$ cat src/rtl/jse_pkg.sv
// Shared types, constants and helper functions of the JSON string escaper.
`default_nettype none
package jse_pkg;

	localparam int MAX_RESULTS = 7;
	localparam int QUEUE_DEPTH = 2;

	localparam logic [7:0] CH_QUOTE     = 8'h22;
	localparam logic [7:0] CH_BACKSLASH = 8'h5C;
	localparam logic [7:0] CH_NEWLINE   = 8'h0A;
	localparam logic [7:0] CH_RETURN    = 8'h0D;
	localparam logic [7:0] CH_TAB       = 8'h09;
	localparam logic [7:0] CH_LOWER_N   = 8'h6E;
	localparam logic [7:0] CH_LOWER_R   = 8'h72;
	localparam logic [7:0] CH_LOWER_T   = 8'h74;
	localparam logic [7:0] CH_LOWER_U   = 8'h75;
	localparam logic [7:0] CH_LOWER_X   = 8'h78;
	localparam logic [7:0] CH_DIGIT_0   = 8'h30;
	localparam logic [7:0] CH_DIGIT_2   = 8'h32;
	localparam logic [7:0] CH_DIGIT_8   = 8'h38;
	localparam logic [7:0] CH_DIGIT_9   = 8'h39;
	localparam logic [7:0] CH_SPACE     = 8'h20;
	localparam logic [7:0] UTF_LEAD     = 8'hE2;
	localparam logic [7:0] UTF_MID      = 8'h80;
	localparam logic [7:0] UTF_LINE_SEP = 8'hA8;
	localparam logic [7:0] UTF_PARA_SEP = 8'hA9;

	localparam logic [1:0] HELD_NONE     = 2'd0;
	localparam logic [1:0] HELD_LEAD     = 2'd1;
	localparam logic [1:0] HELD_LEAD_MID = 2'd2;

	typedef struct packed {
		logic [7:0] data_byte;
		logic       has_byte;
		logic       string_start;
		logic       string_end;
	} item_t;

	typedef struct packed {
		logic [7:0] out_byte;
		logic       item_done;
		logic       string_done;
	} result_t;

	typedef struct packed {
		logic [MAX_RESULTS-1:0][7:0] bytes;
		logic [2:0]                  count;
		logic                        closing;
	} cmd_t;

	function automatic logic [7:0] hex_digit(input logic [3:0] nib);
		logic [7:0] r;
		if (nib < 4'd10) begin
			r = 8'h30 + {4'd0, nib};
		end else begin
			r = 8'h37 + {4'd0, nib};
		end
		return r;
	endfunction

endpackage
`default_nettype wire

$ cat src/rtl/jse_front.sv
// Front end: accepts items, tracks the held UTF-8 prefix and builds the output byte list.
`default_nettype none
module jse_front (
	input  wire                  clk,
	input  wire                  arst_n,
	input  wire                  accept,
	input  wire jse_pkg::item_t  item,
	output jse_pkg::cmd_t        cmd,
	output logic                 cmd_valid
);
	import jse_pkg::*;

	logic [1:0] held_q;
	logic [1:0] held_d;

	always_comb begin
		logic [2:0] n;
		logic [1:0] held;
		logic       fresh;
		logic [7:0] b;
		n = 3'd0;
		cmd = '0;
		b = item.data_byte;
		held = (held_q == HELD_LEAD || held_q == HELD_LEAD_MID) ? held_q : HELD_NONE;
		fresh = item.has_byte;
		if (item.string_start) begin
			held = HELD_NONE;
			cmd.bytes[n] = CH_QUOTE; n = n + 3'd1;
		end
		if (item.has_byte) begin
			if (held == HELD_LEAD && b == UTF_MID) begin
				held = HELD_LEAD_MID;
				fresh = 1'b0;
			end else if (held == HELD_LEAD_MID && (b == UTF_LINE_SEP || b == UTF_PARA_SEP)) begin
				cmd.bytes[n] = CH_BACKSLASH; n = n + 3'd1;
				cmd.bytes[n] = CH_LOWER_U; n = n + 3'd1;
				cmd.bytes[n] = CH_DIGIT_2; n = n + 3'd1;
				cmd.bytes[n] = CH_DIGIT_0; n = n + 3'd1;
				cmd.bytes[n] = CH_DIGIT_2; n = n + 3'd1;
				cmd.bytes[n] = (b == UTF_LINE_SEP) ? CH_DIGIT_8 : CH_DIGIT_9; n = n + 3'd1;
				held = HELD_NONE;
				fresh = 1'b0;
			end else begin
				if (held != HELD_NONE) begin
					cmd.bytes[n] = UTF_LEAD; n = n + 3'd1;
				end
				if (held == HELD_LEAD_MID) begin
					cmd.bytes[n] = UTF_MID; n = n + 3'd1;
				end
				held = HELD_NONE;
			end
		end
		if (fresh) begin
			unique case (b)
				CH_NEWLINE: begin
					cmd.bytes[n] = CH_BACKSLASH; n = n + 3'd1;
					cmd.bytes[n] = CH_LOWER_N; n = n + 3'd1;
				end
				CH_RETURN: begin
					cmd.bytes[n] = CH_BACKSLASH; n = n + 3'd1;
					cmd.bytes[n] = CH_LOWER_R; n = n + 3'd1;
				end
				CH_TAB: begin
					cmd.bytes[n] = CH_BACKSLASH; n = n + 3'd1;
					cmd.bytes[n] = CH_LOWER_T; n = n + 3'd1;
				end
				CH_QUOTE, CH_BACKSLASH: begin
					cmd.bytes[n] = CH_BACKSLASH; n = n + 3'd1;
					cmd.bytes[n] = b; n = n + 3'd1;
				end
				UTF_LEAD: begin
					held = HELD_LEAD;
				end
				default: begin
					if (b < CH_SPACE) begin
						cmd.bytes[n] = CH_BACKSLASH; n = n + 3'd1;
						cmd.bytes[n] = CH_LOWER_X; n = n + 3'd1;
						cmd.bytes[n] = hex_digit(b[7:4]); n = n + 3'd1;
						cmd.bytes[n] = hex_digit(b[3:0]); n = n + 3'd1;
					end else begin
						cmd.bytes[n] = b; n = n + 3'd1;
					end
				end
			endcase
		end
		if (item.string_end) begin
			if (held != HELD_NONE) begin
				cmd.bytes[n] = UTF_LEAD; n = n + 3'd1;
			end
			if (held == HELD_LEAD_MID) begin
				cmd.bytes[n] = UTF_MID; n = n + 3'd1;
			end
			held = HELD_NONE;
			cmd.bytes[n] = CH_QUOTE; n = n + 3'd1;
			cmd.closing = 1'b1;
		end
		cmd.count = n;
		held_d = held;
	end

	assign cmd_valid = accept && (cmd.count != 3'd0);

	always_ff @(posedge clk or negedge arst_n) begin
		if (!arst_n) begin
			held_q <= HELD_NONE;
		end else if (accept) begin
			held_q <= held_d;
		end
	end

endmodule
`default_nettype wire

$ cat src/rtl/jse_queue.sv
// Short queue of byte lists between the front end and the back end.
`default_nettype none
module jse_queue #(
	parameter int DEPTH = jse_pkg::QUEUE_DEPTH
) (
	input  wire                 clk,
	input  wire                 arst_n,
	input  wire                 wr_en,
	input  wire jse_pkg::cmd_t  wr_cmd,
	output logic                full,
	input  wire                 rd_en,
	output jse_pkg::cmd_t       rd_cmd,
	output logic                rd_valid
);
	import jse_pkg::*;

	localparam int AW = (DEPTH > 1) ? $clog2(DEPTH) : 1;
	localparam int CW = $clog2(DEPTH + 1);

	cmd_t          slots_q [DEPTH];
	logic [AW-1:0] wr_ptr_q;
	logic [AW-1:0] rd_ptr_q;
	logic [CW-1:0] count_q;

	assign full     = (count_q == CW'(DEPTH));
	assign rd_valid = (count_q != '0);
	assign rd_cmd   = slots_q[rd_ptr_q];

	always_ff @(posedge clk) begin
		if (wr_en) begin
			slots_q[wr_ptr_q] <= wr_cmd;
		end
	end

	always_ff @(posedge clk or negedge arst_n) begin
		if (!arst_n) begin
			wr_ptr_q <= '0;
			rd_ptr_q <= '0;
			count_q  <= '0;
		end else begin
			if (wr_en) begin
				wr_ptr_q <= (wr_ptr_q == AW'(DEPTH - 1)) ? '0 : wr_ptr_q + 1'b1;
			end
			if (rd_en) begin
				rd_ptr_q <= (rd_ptr_q == AW'(DEPTH - 1)) ? '0 : rd_ptr_q + 1'b1;
			end
			if (wr_en && !rd_en) begin
				count_q <= count_q + 1'b1;
			end else if (rd_en && !wr_en) begin
				count_q <= count_q - 1'b1;
			end
		end
	end

endmodule
`default_nettype wire

$ cat src/rtl/jse_back.sv
// Back end: walks each byte list and presents one result at a time in an output register.
`default_nettype none
module jse_back (
	input  wire                 clk,
	input  wire                 arst_n,
	input  wire jse_pkg::cmd_t  cmd,
	input  wire                 cmd_valid,
	output logic                cmd_pop,
	output jse_pkg::result_t    result,
	output logic                empty,
	input  wire                 pop
);
	import jse_pkg::*;

	logic [2:0] idx_q;
	logic       valid_q;
	result_t    result_q;
	logic       load;
	logic       last;

	assign load    = cmd_valid && (!valid_q || pop);
	assign last    = (idx_q == cmd.count - 3'd1);
	assign cmd_pop = load && last;
	assign result  = result_q;
	assign empty   = !valid_q;

	always_ff @(posedge clk) begin
		if (load) begin
			result_q.out_byte    <= cmd.bytes[idx_q];
			result_q.item_done   <= last;
			result_q.string_done <= last && cmd.closing;
		end
	end

	always_ff @(posedge clk or negedge arst_n) begin
		if (!arst_n) begin
			idx_q   <= '0;
			valid_q <= 1'b0;
		end else begin
			if (load) begin
				idx_q   <= last ? 3'd0 : idx_q + 3'd1;
				valid_q <= 1'b1;
			end else if (pop) begin
				valid_q <= 1'b0;
			end
		end
	end

endmodule
`default_nettype wire

$ cat src/rtl/json_string_escaper.sv
// Top level of the JSON string escaper: front end, byte-list queue and back end.
// An accepted item is written to the queue, then its first result is loaded into the output register.
// Throughput: while pop is held high, the back end emits one result per cycle from its output register,
// and plain bytes stream at one item per cycle.
// The queue between front and back end lets new items enter while escapes are expanded.
// Reset clears the held prefix, the queue and the output valid flag at once.
`default_nettype none
module json_string_escaper #(
	parameter int QUEUE_DEPTH = jse_pkg::QUEUE_DEPTH
) (
	input  wire                  clk,
	input  wire                  arst_n,
	input  wire                  push,
	output logic                 full,
	input  wire jse_pkg::item_t  item,
	output logic                 empty,
	input  wire                  pop,
	output jse_pkg::result_t     result
);
	import jse_pkg::*;

	cmd_t front_cmd;
	logic front_valid;
	cmd_t head_cmd;
	logic head_valid;
	logic head_pop;

	jse_front u_front (
		.clk       (clk),
		.arst_n    (arst_n),
		.accept    (push && !full),
		.item      (item),
		.cmd       (front_cmd),
		.cmd_valid (front_valid)
	);

	jse_queue #(
		.DEPTH (QUEUE_DEPTH)
	) u_queue (
		.clk      (clk),
		.arst_n   (arst_n),
		.wr_en    (front_valid),
		.wr_cmd   (front_cmd),
		.full     (full),
		.rd_en    (head_pop),
		.rd_cmd   (head_cmd),
		.rd_valid (head_valid)
	);

	jse_back u_back (
		.clk       (clk),
		.arst_n    (arst_n),
		.cmd       (head_cmd),
		.cmd_valid (head_valid),
		.cmd_pop   (head_pop),
		.result    (result),
		.empty     (empty),
		.pop       (pop)
	);

endmodule
`default_nettype wire

$ cat config.mk
export PLATFORM = sky130hd
export DESIGN_NAME = json_string_escaper
export DESIGN_NICKNAME = d
export VERILOG_FILES = /design/src/rtl/jse_pkg.sv /design/src/rtl/jse_front.sv /design/src/rtl/jse_queue.sv /design/src/rtl/jse_back.sv /design/src/rtl/json_string_escaper.sv
export SDC_FILE = /design/constraint.sdc
export NUM_CORES = 1
export LEC_CHECK = 0
export BUFFER_PORTS_ARGS = -buffer_cell sky130_fd_sc_hd__buf_4
export CAP_MARGIN = 15
export CORE_MARGIN = 1
export CORE_UTILIZATION = 60
export DETAILED_ROUTE_END_ITERATION = 12
export GPL_ROUTABILITY_DRIVEN = 1
export PLACE_DENSITY = 0.81
export SYNTH_ARGS = -nofsm -noshare
export SYNTH_HDL_FRONTEND = slang
export SYNTH_SLANG_ARGS = --single-unit
$ cat constraint.sdc
create_clock -name clk -period 10.7 [get_ports clk]
set_clock_uncertainty 0.1 [all_clocks]
set_input_delay 0.535 -clock clk [delete_from_list [all_inputs] [get_ports clk]]
set_output_delay 0.535 -clock clk [all_outputs]
set_load 0.05 [all_outputs]
# Yosys cells after proc, flatten, opt, wreduce, memory -nomap -nowiden
# Memories as Yosys holds them, arrays and structs flattened.
# Cells that the tools add are included.
dict set report word_totals {
  register_bits 20
  inputBits 15
  out_inout_bits 12
  n_memories 1
  mem_bits_rw 120
}
# memory words word_bits read_ports rd_clocked_by_memory_dff wr line
set memory_table {}
lappend memory_table {u_queue.slots_q 2 60 1 0 1 jse_queue.sv:20} ;# cmd_t slots_q [DEPTH];
dict set report classes {
  muxes 98
  magnitude_cmp 32
  n_reduce_logical 39
  eq_ne 16
  add_sub_neg 24
  bitwise 45
}
# operator count
set ops {}
lappend ops {{$mux W56} 15}
lappend ops {{$demux W8 S3} 14}
lappend ops {{$bwmux W56} 5}
lappend ops {{$pmux W56 S5} 1}
lappend ops {{$not A28 Y28} 7}
lappend ops {{$mux W8} 23}
lappend ops {{$and A28 B28 Y28} 5}
lappend ops {{$or A28 B28 Y28} 5}
lappend ops {{$and A49 B49 Y49} 2}
lappend ops {{$not A49 Y49} 2}
lappend ops {{$and A42 B42 Y42} 2}
lappend ops {{$not A42 Y42} 2}
lappend ops {{$and A35 B35 Y35} 2}
lappend ops {{$not A35 Y35} 2}
lappend ops {{$or A35 B35 Y35} 2}
lappend ops {{$and A4 B28 Y28} 2}
lappend ops {{$lt A3 B4 Y1 const B} 14}
lappend ops {{$mux W3} 16}
lappend ops {{$add A3 B1 Y3 const B} 14}
lappend ops {{$and A21 B21 Y21} 2}
lappend ops {{$not A21 Y21} 2}
lappend ops {{$or A21 B21 Y21} 2}
lappend ops {{$ge A3 B1 Y1 const B} 13}
lappend ops {{$eq A8 B8 Y1 const B} 4}
lappend ops {{other kinds (33)} 96}

# Logic depth before layout (Yosys ltp)
dict set report logic_depth {
  depth_word 35
  depth_mapped 30
}

# By module
# Synthesis repeated with hierarchy kept, for this count alone.
dict set report unflattened {
  hier_cells 916
  hier_area_um2 9645.5
}
# mod area_per_inst_um2 cells_per_inst n_inst
set by_module_without_submodules {}
lappend by_module_without_submodules {jse_queue 4820.9 203 1}
lappend by_module_without_submodules {jse_front 3752.3 615 1}
lappend by_module_without_submodules {jse_back 1058.5 97 1}
lappend by_module_without_submodules {json_string_escaper 13.8 1 1}

# Least setup slack after synthesis
# Ideal clock, no wire load.
dict set report synth_path {
  path_kind {input to register}
  from {input item[8] (netlist name)}
  to {memory u_queue.slots_q[0][0] (netlist name), enable pin}
  path_stages 27
  path_slack_ns 1.881
  path_buffers 4
  t_required_ns 10.115
  arrival_ns 8.234
  setup_ns 0.485
  cell_sequence {clkbuf_1 inv_1 ha_1 or3b_4 o2111a_2 nor2_8 buf_2 buf_2 ha_1 clkbuf_1 inv_1 a221oi_2 a31o_4 a21o_1 ha_1 nand2_1 nand3_1 ha_1 mux2_2 nor2_1 inv_1 ha_1 xnor2_1 and2_1 a221o_1 o31ai_2 nor2b_1}
}
dict set report synth_via {
  elab_chain_cells 25
}
# item line
set synth_rtl {}
lappend synth_rtl {{from (decl)} json_string_escaper.sv:15} ;# input wire jse_pkg::item_t item,
lappend synth_rtl {{$eq A8 B8 Y1} jse_front.sv:34} ;# end else if (held == HELD_LEAD_MID && (b == UTF_LINE_SEP || b == UTF_PARA_SEP)) begin
lappend synth_rtl {{$logic_or A1 B1 Y1} jse_front.sv:34}
lappend synth_rtl {{$logic_and A1 B1 Y1} jse_front.sv:34}
lappend synth_rtl {{$mux W3} jse_front.sv:34}
lappend synth_rtl {{$mux W3} jse_front.sv:31} ;# if (held == HELD_LEAD && b == UTF_MID) begin
lappend synth_rtl {{$mux W3} jse_front.sv:30} ;# if (item.has_byte) begin
lappend synth_rtl {{$add A3 B1 Y3 (2 in series)} --}
lappend synth_rtl {{$add A3 B1 Y3} jse_front.sv:78} ;# cmd.bytes[n] = hex_digit(b[7:4]); n = n + 3'd1;
lappend synth_rtl {{(+9 left out)} --}
lappend synth_rtl {{$mux W3} jse_front.sv:86} ;# if (item.string_end) begin
lappend synth_rtl {{$add A3 B1 Y3} jse_front.sv:94} ;# cmd.bytes[n] = CH_QUOTE; n = n + 3'd1;
lappend synth_rtl {{$mux W3 (*)} jse_front.sv:86}
lappend synth_rtl {{$reduce_bool A3 Y1 (*)} jse_front.sv:101} ;# assign cmd_valid = accept && (cmd.count != 3'd0);
lappend synth_rtl {{$logic_and A1 B1 Y1 (*)} jse_front.sv:101}
lappend synth_rtl {{via front_valid} json_string_escaper.sv:23} ;# logic front_valid;
lappend synth_rtl {{$mux W1 (*)} jse_queue.sv:30} ;# if (wr_en) begin
lappend synth_rtl {{$mux W1 (not written as such) (*)} jse_queue.sv:31} ;# slots_q[wr_ptr_q] <= wr_cmd;
lappend synth_rtl {{to (decl)} jse_queue.sv:20}
# The timed path passes the listed nets; every way through them passes the cells marked *. The select of a mux whose other input is x is not followed.

# Worst setup path after layout
dict set report layout_path {
  from {input item[7] (netlist name)}
  to {memory u_queue.slots_q[0][16] (netlist name), enable pin}
}
# The elaborated chain is that of the path after synthesis.

==> flow_metrics.py <==
metrics = {
    "finish": {
        "nets": 988,
        "final_layout_size_suffix_gt1_share_pct": 15.8,
        "n_antenna_cell": 0,
        "area_growth_pct": 10.3,
        "fin_area_um2": 10500,
    },
    "synthesis": {
        "syn_area_um2": 9560,
        "synthCells": 942,
        "yosys_warnings": 0,
        "synth_edf_count": 130,
        "synth-seq-cells": 140,
        "synth-async-reset-ratio_pct": 7.14,
        "synthDistinctLibCells": 102,
        "synth_ff_type": "edfxtp_1",
        "synth.avg_cell_area_um2": 10.2,
        "ys_seq_area_share_pct": 43.4,
    },
    "sta": {
        "fmax_mhz": 144,
        "fin_setup_tns_ns": 0,
        "hold_viol": 0,
        "maxSlewHeadroom_pct": 20.9,
        "grt_setup_unrepaired": "false",
        "hold_slack_ns": 0.291,
        "final.min_clock_period_ns": 6.95,
        "setup_ws_ns": 3.75,
        "setup_viol": 0,
        "tightest_slew_ns": 1.18,
        "fin_crit_sh_pct": 64.9,
        "slew_viol_final": 0,
    },
    "floorplanning": {
        "die_y_um": 128,
        "dieArea_um2": 16400,
        "die_x_um": 128,
        "io_pins": 27,
        "num_rows": 45,
        "core_um2": 15400,
        "initial_core_util_pct": 62.2,
    },
    "place": {
        "hpwl_mm": 23.5,
        "gp_congestion": 1.08,
        "dp_slack_ns": 3.58,
        "port_buffers": 26,
        "placed_area_um2": 9950,
    },
    "clocking": {
        "cts_hold_buf": 1,
        "insertion_delay_ns": 0.41,
        "htreeDepth": 4,
        "cts_tree": "done",
        "cts_num_sinks": 140,
        "cts-root-buf": "clkbuf_16",
        "cts_buffers": 17,
        "cts_buffer_depth": 2,
        "path_clk_slew_ns": 0.06,
        "cts_resized": 0,
        "post_cts_buffers": 0,
    },
    "detailed_routing": {
        "final_antenna_net_count": 0,
        "num_vias": 8962,
        "dr.pass1.iters": 6,
        "drtIter0Drc": 1606,
        "drc": 0,
        "viasPerCell": 7.61,
        "wl_per_cell_um": 29.8,
        "wl_mm": 35.1,
    },
    "power_and_ir_drop": {
        "powerDensity_nw_per_um2": 207,
        "ir_worst_vdd_mv": 0.198,
        "power.leakage_uw": 0.00374,
    },
    "global_routing": {
        "grt-ovfl-total": 0,
        "grt_max_degree": 61,
        "grt_usage_pct": 44.1,
        "antenna_found_initial": 1,
        "grt_pass1_vias": 8376,
        "grt_first_pass_wirelength_mm": 52.4,
    },
    "critical_path": {
        "cp_max_fo": 47,
        "start_kind": "input port",
        "critPathRequiredTime_ns": 10.64,
        "crit_type": "in2reg",
        "cp.arrival_ns": 6.89,
        "crit_path_end_kind": "flip-flop",
    },
    "status": {
        "status": "finished clean",
    },
    "min_path": {
        "hold_path.class": "in2reg",
    },
    "job": {
        "drv_cap": 0,
    },
}
## power breakdown
| part | internal (uW) | leakage (uW) | switching [uW] |
|---|---|---|---|
| registers | 780 | 0.00131 | 63.8 |
| logic | 271 | 0.00215 | 490 |
| clock network | 363 | 0.000280 | 211 |
## metal layers
| layer | vias up | global-route usage, % | wire length [um] |
|---|---|---|---|
| li1 | 3702 | - | - |
| met2 | 822 | 66.6 | 15100 |
| met3 | 242 | 12.8 | 4370 |
| met4 | 2 | 25.3 | 2670 |
| met1 | 4194 | 56.7 | 12900 |
| met5 | - | 0 | 36 |
## flip-flops by register name (all words and copies together) (netlist names)
name              count
u_back.idx_q          3
u_back.result        10
u_back.valid_q        1
u_front.held_q        2
u_queue.count_q       2
u_queue.rd_ptr_q      1
u_queue.slots_q     120
u_queue.wr_ptr_q      1
## cell usage in the layout (no fill, tap or decap), drive strengths merged, types with 5 or more instances in the layout
cell type,synthesis,routed
nand4,5,5
a221oi,6,6
o211ai,11,11
a211oi,12,12
o22ai,26,26
nor4,14,14
xor2,6,6
nand3,29,29
or4,5,5
a22oi,10,10
inv,24,25
ha,20,20
o31ai,13,13
nor3,31,31
dfrtp,10,10
a31oi,17,17
mux2i,28,28
mux4,20,20
nor2,76,76
a2111oi,6,6
o21ai,86,86
a21oi,82,82
nand2,87,87
xnor2,15,15
clkbuf,42,19
buf,20,50
and3,10,10
edfxtp,130,130
nand2b,10,10
o221ai,9,9
clkinv,2,9
## path summary, 6_finish.rpt
| path | start | to | slack (ns) | cells past startpoint |
|---|---|---|---|---|
| max | item[7] | u_queue.slots_q[0][16]$_DFFE_PP_ | 3.75 | 23 |
| min | pop | u_back.valid_q$_DFFE_PN0P_ | 0.29 | 3 |
| max reg2reg | u_front.held_q[0]$_DFFE_PN0P_ | u_queue.slots_q[0][16]$_DFFE_PP_ | 4.07 | 20 |
| min reg2reg | u_queue.count_q[1]$_DFFE_PN0P_ | u_back.valid_q$_DFFE_PN0P_ | 0.40 | 2 |
| max in group asynchronous | arst_n | u_queue.rd_ptr_q$_DFFE_PN0P_ | 9.93 | 2 |
| min in group asynchronous | arst_n | u_front.held_q[0]$_DFFE_PN0P_ | 0.40 | 2 |
## layout make-up
class,instances,area (um2)
Clock buffer,19,433
Sequential cell,140,4160
Fill cell,1140,4830
Multi-Input combinational cell,717,5060
Inverter,26,97.6
Clock inverter,13,149
Tap cell,211,264
Timing Repair Buffer,51,385
## cell usage after synthesis (all sizes together) (11+ instances only)
| master | number | area share [%] |
|---|---|---|
| buf | 20 | 1.2 |
| a211oi | 12 | 0.99 |
| o211ai | 11 | 0.86 |
| o22ai | 26 | 1.7 |
| nand3 | 29 | 1.7 |
| nor4 | 14 | 1.4 |
| nand2 | 87 | 3.5 |
| o31ai | 13 | 1.3 |
| a21oi | 82 | 4.3 |
| clkbuf | 42 | 1.6 |
| inv | 24 | 0.94 |
| o21ai | 86 | 4.5 |
| mux2i | 28 | 2.9 |
| nor2 | 76 | 3.3 |
| a31oi | 17 | 1.1 |
| mux4 | 20 | 4.7 |
| ha | 20 | 2.6 |
| xnor2 | 15 | 1.6 |
| nor3 | 31 | 1.9 |
| edfxtp | 130 | 41 |
## cells by family (layout without fill, tap and decap cells)
kind of cell / Yosys count / after routing / share of synthesized area [%]
AOI/OAI and AO/OA: 323 / 323 / 22.3
xor gates and xnor gates: 24 / 24 / 2.93
adders and majority gates: 20 / 20 / 2.62
buffers and inverters: 88 / 109 / 3.90
DFF: 140 / 140 / 43.4
muxes: 52 / 52 / 8.11
other: 1 / 4 / 0.0392
and+or+nand+nor: 294 / 294 / 16.7
## through the flow
stage,total power (uW),util (%),std cells
final,2180,68.6,1177
after global routing,2250,68.6,1177
after CTS,2170,68.6,1177
after detailed placement,1560,64.8,1144
after global placement,1540,64.8,1144
after floorplan,1370,-,945
## critical path: stages
cell and delay, ns:
buf_4 0.18, inv_1 0.12, ha_1 0.27, nand4bb_1 0.23, o22a_1 0.68, nand3_2 0.54
a221oi_2 0.44, a31o_4 0.17, a21o_1 0.20, ha_1 0.27, nand2_1 0.09, nand3_1 0.13
ha_1 0.34, mux2_2 0.34, nor2_1 0.17, inv_1 0.10, ha_1 0.20, xnor2_1 0.13
and2_1 0.17, a221o_1 0.35, o31ai_2 0.11, nor2b_4 0.47, buf_4 0.60
No activity file was read; power rests on OpenSTA's default activity.
